### src/rtl/lwpa_pkg.sv
// Package for the LCD window pixel access block.
// Frame geometry, operation and scan mode codes, register indexes, shared types.
// No dependencies.
package lwpa_pkg;

  localparam int DISPLAY_WIDTH  = 128;
  localparam int FRAME_ROWS     = 160;
  localparam int STORE_SIZE     = DISPLAY_WIDTH * FRAME_ROWS;
  localparam int ADDR_W         = $clog2(STORE_SIZE);
  localparam int PIX_W          = 16;
  localparam int CNT_W          = 9;
  localparam int CFG_IDX_W      = 3;
  localparam int CFG_DATA_W     = 8;

  localparam logic [1:0] OP_WRITE   = 2'd0;
  localparam logic [1:0] OP_READ    = 2'd1;
  localparam logic [1:0] OP_RESTART = 2'd2;

  localparam logic [2:0] MODE_ROWS_DOWN   = 3'd0;
  localparam logic [2:0] MODE_COLS_UP     = 3'd1;
  localparam logic [2:0] MODE_ROWS_UP     = 3'd2;
  localparam logic [2:0] MODE_ROWS_UP_ALT = 3'd3;
  localparam logic [2:0] MODE_COLS_DOWN   = 3'd4;

  localparam logic [CFG_IDX_W-1:0] REG_LEFT   = 3'd0;
  localparam logic [CFG_IDX_W-1:0] REG_TOP    = 3'd1;
  localparam logic [CFG_IDX_W-1:0] REG_WIDTH  = 3'd2;
  localparam logic [CFG_IDX_W-1:0] REG_HEIGHT = 3'd3;
  localparam logic [CFG_IDX_W-1:0] REG_MODE   = 3'd4;

  typedef struct packed {
    logic [6:0] left;
    logic [7:0] top;
    logic [7:0] width;
    logic [7:0] height;
    logic [2:0] mode;
  } win_cfg_t;

  typedef struct packed {
    logic              wr;
    logic              rd;
    logic              oor;
    logic [ADDR_W-1:0] addr;
  } acc_t;

endpackage

### src/rtl/lwpa_addr.sv
// Window scan counters and store address generation.
// Depends on lwpa_pkg.
module lwpa_addr (
  input  logic               clk,
  input  logic               rst_n,
  input  logic               step,
  input  logic [1:0]         op,
  input  lwpa_pkg::win_cfg_t cfg,
  output lwpa_pkg::acc_t     acc
);
  import lwpa_pkg::*;

  logic [CNT_W-1:0]  col_cnt_r, col_cnt_nxt;
  logic [CNT_W-1:0]  row_cnt_r, row_cnt_nxt;
  logic              act;
  logic              rows_scan;
  logic [CNT_W-1:0]  line_len;
  logic [CNT_W-1:0]  run_cnt;
  logic              wrap;
  logic [CNT_W-1:0]  cc_w, rc_w;
  logic signed [11:0] row_s;
  logic [10:0]       col_u;
  logic signed [21:0] idx_s;
  logic              oor;

  always_comb begin
    act       = (op inside {OP_WRITE, OP_READ}) && (cfg.mode <= MODE_COLS_DOWN) &&
                !(op == OP_READ && cfg.mode == MODE_COLS_DOWN);
    rows_scan = cfg.mode inside {MODE_ROWS_DOWN, MODE_ROWS_UP, MODE_ROWS_UP_ALT};
    line_len  = (rows_scan || cfg.mode == MODE_COLS_UP) ? {1'b0, cfg.width}
                                                         : {1'b0, cfg.height};
    run_cnt   = rows_scan ? col_cnt_r : row_cnt_r;
    wrap      = run_cnt >= line_len;
    cc_w      = col_cnt_r;
    rc_w      = row_cnt_r;
    if (wrap) begin
      if (rows_scan) begin
        cc_w = '0;
        rc_w = row_cnt_r + 1'b1;
      end else begin
        rc_w = '0;
        cc_w = col_cnt_r + 1'b1;
      end
    end

    case (cfg.mode)
      MODE_ROWS_DOWN, MODE_COLS_DOWN: begin
        row_s = $signed({4'b0, cfg.top}) + $signed({3'b0, rc_w});
      end
      MODE_COLS_UP: begin
        row_s = $signed({4'b0, cfg.top}) + $signed({4'b0, cfg.width}) - 12'sd1
                - $signed({3'b0, rc_w});
      end
      default: begin
        row_s = $signed({4'b0, cfg.top}) + $signed({4'b0, cfg.height}) - 12'sd1
                - $signed({3'b0, rc_w});
      end
    endcase

    col_u = {4'b0, cfg.left} + {2'b0, cc_w};
    idx_s = $signed({{10{row_s[11]}}, row_s}) * $signed(22'(DISPLAY_WIDTH))
            + $signed({11'b0, col_u});
    oor   = (idx_s < 22'sd0) || (idx_s >= $signed(22'(STORE_SIZE)));

    acc.wr   = act && (op == OP_WRITE) && !oor;
    acc.rd   = act && (op == OP_READ) && !oor;
    acc.oor  = act && oor;
    acc.addr = (act && !oor) ? idx_s[ADDR_W-1:0] : '0;

    col_cnt_nxt = col_cnt_r;
    row_cnt_nxt = row_cnt_r;
    if (step) begin
      if (op == OP_RESTART) begin
        col_cnt_nxt = '0;
        row_cnt_nxt = '0;
      end else if (act) begin
        col_cnt_nxt = rows_scan ? cc_w + 1'b1 : cc_w;
        row_cnt_nxt = rows_scan ? rc_w : rc_w + 1'b1;
      end
    end
  end

  always_ff @(posedge clk) begin
    if (!rst_n) begin
      col_cnt_r <= '0;
      row_cnt_r <= '0;
    end else begin
      col_cnt_r <= col_cnt_nxt;
      row_cnt_r <= row_cnt_nxt;
    end
  end

  a_restart_clears: assert property (@(posedge clk) disable iff (!rst_n)
    step && op == OP_RESTART |=> col_cnt_r == '0 && row_cnt_r == '0)
    else $error("counters not cleared after restart");

  a_idle_holds: assert property (@(posedge clk) disable iff (!rst_n)
    !step |=> $stable(col_cnt_r) && $stable(row_cnt_r))
    else $error("counters moved without a transfer");

endmodule
### config.mk
export PLATFORM = sky130hd
export DESIGN_NAME = lwpa_addr
export DESIGN_NICKNAME = d
export VERILOG_FILES = /design/src/rtl/lwpa_pkg.sv /design/src/rtl/lwpa_addr.sv
export SDC_FILE = /design/constraint.sdc
export NUM_CORES = 1
export LEC_CHECK = 0
export BUFFER_PORTS_ARGS = -buffer_cell sky130_fd_sc_hd__buf_2
export CAP_MARGIN = 5
export CORE_ASPECT_RATIO = 1.75
export CORE_MARGIN = 1
export CORE_UTILIZATION = 30
export DETAILED_ROUTE_END_ITERATION = 8
export SLEW_MARGIN = 15
export SYNTH_ARGS = -nofsm -noshare
export SYNTH_HDL_FRONTEND = slang
export SYNTH_SLANG_ARGS = --single-unit
### constraint.sdc
create_clock -name clk -period 45.9 [get_ports clk]
set_clock_uncertainty 0.15 [all_clocks]
set_input_delay 13.77 -clock clk [delete_from_list [all_inputs] [get_ports clk]]
set_output_delay 13.77 -clock clk [all_outputs]
set_load 0.02 [all_outputs]
# Word level (Yosys, flattened, before mapping)
# Index checks and enable logic that the tools add are counted.
# W data, S select, Z words.
# word_totals
out_inout_bits,18
word_cells,59
reg_bits,18
# op_classes
n_addsub,13
muxes,14
magnitude_cmp,4
n_reduce_logical,20
n_eq_ne,6
# ops
op,count
$mux W9,11
$add A9 B1 Y9 const B,4
$pmux W12 S2,1
$sub A10 B10 Y11,2
$add A19 B11 Y20,1
$ge A20 B16 Y1 const B,1
$lt A20 B1 Y1 const B,1
$sub A9 B1 Y10 const B,2
$add A8 B8 Y9,2
$mux W15,1
$add A7 B9 Y10,1
$add A8 B9 Y10,1
$ge A9 B8 Y1,1
$logic_and A1 B1 Y1,9
$mux W8,1
$eq A3 B2 Y1 const B,2
$reduce_bool A2 Y1,2
$eq A3 B1 Y1 const B,1
$eq A3 B3 Y1 const B,1
$le A3 B3 Y1 const B,1
$logic_not A3 Y1,1
$reduce_bool A3 Y1,1
$eq A2 B1 Y1 const B,1
$eq A2 B2 Y1 const B,1
other kinds (5),7

# Logic depth before layout (Yosys ltp)
# depth
word_depth,14
ltp_mapped,34
ltp_nobuf,30

# Worst setup path after synthesis
# OpenSTA, ideal clock, no wires.
# synth_timing
path_type,input port to output port
startpoint,in cfg[2] in the netlist's numbering
endpoint,out acc[16] in the netlist's numbering
slack_ns,11.834
arrival_time_ns,20.146
cell_stages,33
path_cell_list,buf_2 nor2_1 clkbuf_1 buf_1 nand2_1 nand2_1 ha_1 a211oi_1 nand2_1 a22o_1 nor2_2 buf_2 nand2_1 o21ai_0 ha_1 inv_1 fa_1 nor2b_1 o21ai_0 nand2b_1 a21oi_1 o21bai_1 a21oi_1 nor2_1 xnor2_1 ha_1 a21o_1 a21oi_1 a211oi_1 o31a_1 a32oi_1 o2111ai_4 nor4_1
# synth_rtl
element,line,text
from (decl),lwpa_addr.sv:8,"input lwpa_pkg::win_cfg_t cfg,"
to (decl),lwpa_addr.sv:9,output lwpa_pkg::acc_t acc

==> results.cfg <==
[run_status]
status = completed

[cts]
tritoncts = done
postCtsSetupBuffers = 0
clock-root-buffer = sky130_fd_sc_hd__clkbuf_16
max-clock-path-buffers = 2
worstSkewPairLatency_ps = 260
htreeDepth = 1
worst_setup_hold_path_clk_slew_ps = 60
numCtsBuffers = 3
post_cts.resized_instances = 0
cts_num_sinks = 18
ctsHoldBuffers = 0

[yosys]
fraction_of_the_mapped_netlist_area_in_compound_gates_pct = 28.4
yosysSeqAreaShare_pct = 7.59
post-synth-top-area-fraction_pct = 18.2
synth.lib_cells_used.distinct = 74
yosys-top-cells-count = 82 x sky130_fd_sc_hd__inv_1, 80 x sky130_fd_sc_hd__nand2_1, 69 x sky130_fd_sc_hd__ha_1, 53 x sky130_fd_sc_hd__o21ai_0, 48 x sky130_fd_sc_hd__nor2_1
netlist.top_cell.by_area = sky130_fd_sc_hd__ha_1
count_of_flip_flops_with_a_built_in_enable_after_synthesis = 0
synth_simple_gate_area_share_pct = 24.2
synth_mux_area_share_pct = 2.61
dominantRegCellSynth = sky130_fd_sc_hd__dfxtp_1
net_count_after_synthesis = 797
synthMostInstantiatedCell = sky130_fd_sc_hd__inv_1
post_synth.cell_area_avg_um2 = 6.95
syn-cell-area_um2 = 4750
synthXorXnorAreaFrac_pct = 6.62
synth_fa_ha_area_share_pct = 21.1
synth_warnings = 0
main_combinational_cell_family_by_area_after_synthesis = compound AO/OA/AOI/OAI gates
syn-instance-count = 683
synth-seq-cells = 18
async_flop_share_pct = 0
post_synth_main_area_contributors = sky130_fd_sc_hd__ha_1 18%, sky130_fd_sc_hd__dfxtp_1 7.6%, sky130_fd_sc_hd__inv_1 6.5%, sky130_fd_sc_hd__nand2_1 6.3%, sky130_fd_sc_hd__o21ai_0 5.6%

[floorplanning]
pin_count = 57
die_height_um = 168
fp.dieArea_um2 = 16400
die-width_um = 97.1
start_util_pct = 30.8
fp-row-count = 60
floorplan.core_area_um2 = 15400

[detailed_routing]
drt-pass1-iter-count = 5
vias = 4954
drt_iter0_markers = 158
postRouteAntennaNets = 0
wirelength_mm = 14.5
route.detailed.drc = 0
route.detailed.wl_per_inst_um = 16.1
viasPerCell = 5.50

[setup_path]
timing.critical_path.from = cfg[2]
data_required_time_of_the_critical_path_ps = 31980
arrival_time_of_data_at_the_critical_path_endpoint_ps = 21230
critical_path.slowest_cell = sky130_fd_sc_hd__nand2b_1
r2r_setup_slack_ps = 41850
crit_path_end = acc[17]
crit_path_max_incr_delay_ps = 750
worstReg2RegStart = col_cnt_r[0]
setup.worst_path.end_class = primary output
r2r_end = col_cnt_r[8]
cp_max_fo = 22
rr_worst_depth = 15
class_of_the_most_critical_setup_path = in2out
crit_path_start_kind = input pin
critical_path.most_common_cell = sky130_fd_sc_hd__nand2_1

[cells_and_area]
synthToLayoutAreaGrowth_pct = 10.4
layout.nets = 830
final_cell_count_no_fill = 901
fin_area_um2 = 5240
antenna_cells = 0
post_route_cells_drive_above_1_share_pct = 14.3
fillCellCount = 1630
multiInputGateArea_um2 = 3950
sequential_cell_area_um2 = 360

[run]
max_cap_viol_count = 0

[sta]
achievable-frequency_mhz = 28.4
layout_setup_ws_ps = 10750
relSlewSlack_pct = 36.9
post-route-period-util_pct = 76.6
finalHoldViolCount = 0
tns_ps = 0
tightest_slew_ps = 932
final_period_minus_worst_setup_slack_ps = 35150
report.final.slew_viol_count = 0
report.final.setup_viol = 0
setup_repair_after_global_routing_missed_its_margin = false

[place]
post_dp_cell_area_um2 = 5150
dp.final_hpwl_mm = 12.2
count_of_placed_standard_cells_including_taps = 897
pre_cts_ws_ps = 10800
buffer_ports.inserted = 56
place.gp.congestion = 0.908

[grt]
antenna_violations_before_repair = 0
grt_pass1_wl_mm = 23.3
grt_max_degree = 32
grtUsageTotal_pct = 17.7
vias_in_the_first_global_route = 4861
grt.overflow.total = 0

[pwr]
pwr_density_cell_nw_per_um2 = 21.1
vdd_ir_drop_max_v = 0.0000103
p_leak_nw = 2.40
report.power.total_mw = 0.111

[min_path]
holdCritPathClass = reg2reg
timing.hold.worst.start = row_cnt_r[8]
==> logic make-up (layout without fill, tap and decap cells) <==
group,Yosys count,after routing
adders and majority gates,77,77
DFF,18,18
muxes,12,12
buffers and inverters,113,145
xor gates and xnor gates,35,35
and+or+nand+nor,231,231
AOI/OAI and AO/OA,197,197
==> flip-flops by register name (all words and copies together) (netlist names) <==
| signal | cells |
|---|---|
| col_cnt_r | 9 |
| row_cnt_r | 9 |
==> power breakdown <==
part | internal [mW] | total [mW] | switching, mW
Combinational | 0.0290 | 0.0742 | 0.0452
Sequential | 0.0158 | 0.0162 | 0.000437
Clock | 0.0133 | 0.0202 | 0.00691
Total | 0.0581 | 0.111 | 0.0525
==> layout make-up <==
cell class              count  share of cell area, %
clock buffers               4                   1.70
repair buffers             59                   5.78
flip-flops and latches     18                   6.88
inverters                  82                   5.88
multi-input cells         552                   75.3
well taps                 186                   4.44
==> placed cells by master (no fill, tap or decap), drive strengths merged, types with 3 or more instances in the layout <==
cell	count
o31a	4
nor2b	22
buf	59
nand2b	6
a31oi	6
nand2	80
a21oi	37
xor2	12
nor4b	3
xnor2	23
nand3	15
o22ai	3
mux2	3
inv	82
fa	6
nor2	59
or2	6
ha	69
dfxtp	18
a211oi	7
a211o	3
o21bai	10
and2	4
and3	10
mux2i	9
a22oi	15
a21o	10
o21ai	56
clkbuf	4
o211ai	5
a22o	7
o21a	5
o31ai	5
nor3	7
o2111ai	4
a32oi	3
nand4	3
or3	3
nor3b	6
==> worst max-delay path: cells and delay by family <==
kind                       cells  cell delay (ps)
adders and majority gates      4             1030
xor gates and xnor gates       1              190
buffers and inverters          3              620
AOI/OAI and AO/OA             12             2720
and+or+nand+nor               11             2870
==> how the worst min path moves through the flow <==
| stage | to | slack (ps) | cells after the start |
|---|---|---|---|
| 6_report | row_cnt_r[8] | 350 | 2 |
| 5_1_grt | row_cnt_r[8] | 420 | 2 |
| 4_1_cts | row_cnt_r[8] | 360 | 2 |
| 3_5_place_dp | row_cnt_r[8] | 350 | 2 |
| 3_3_place_gp | row_cnt_r[8] | 350 | 2 |
| 2_1_floorplan | row_cnt_r[8] | 320 | 2 |
==> layer usage <==
| metal | part of all wire (%) | up-vias | wire (um) | track usage [%] |
|---|---|---|---|---|
| li1 | - | 2453 | - | - |
| met5 | 0 | - | 0 | 0 |
| met2 | 57 | 113 | 8300 | 36.6 |
| met1 | 35 | 2344 | 5080 | 15.9 |
| met3 | 2.1 | 44 | 304 | 1.08 |
| met4 | 5.8 | 0 | 850 | 11.9 |
==> metrics by stage <==
stage,utilization [%],hold slack [ps]
finish,34.0,351
global route,34.0,420
CTS,34.0,357
detailed placement,33.4,347
global placement,33.4,354
floorplan,-,317
Note: power is estimated with default switching activity, not from simulation.
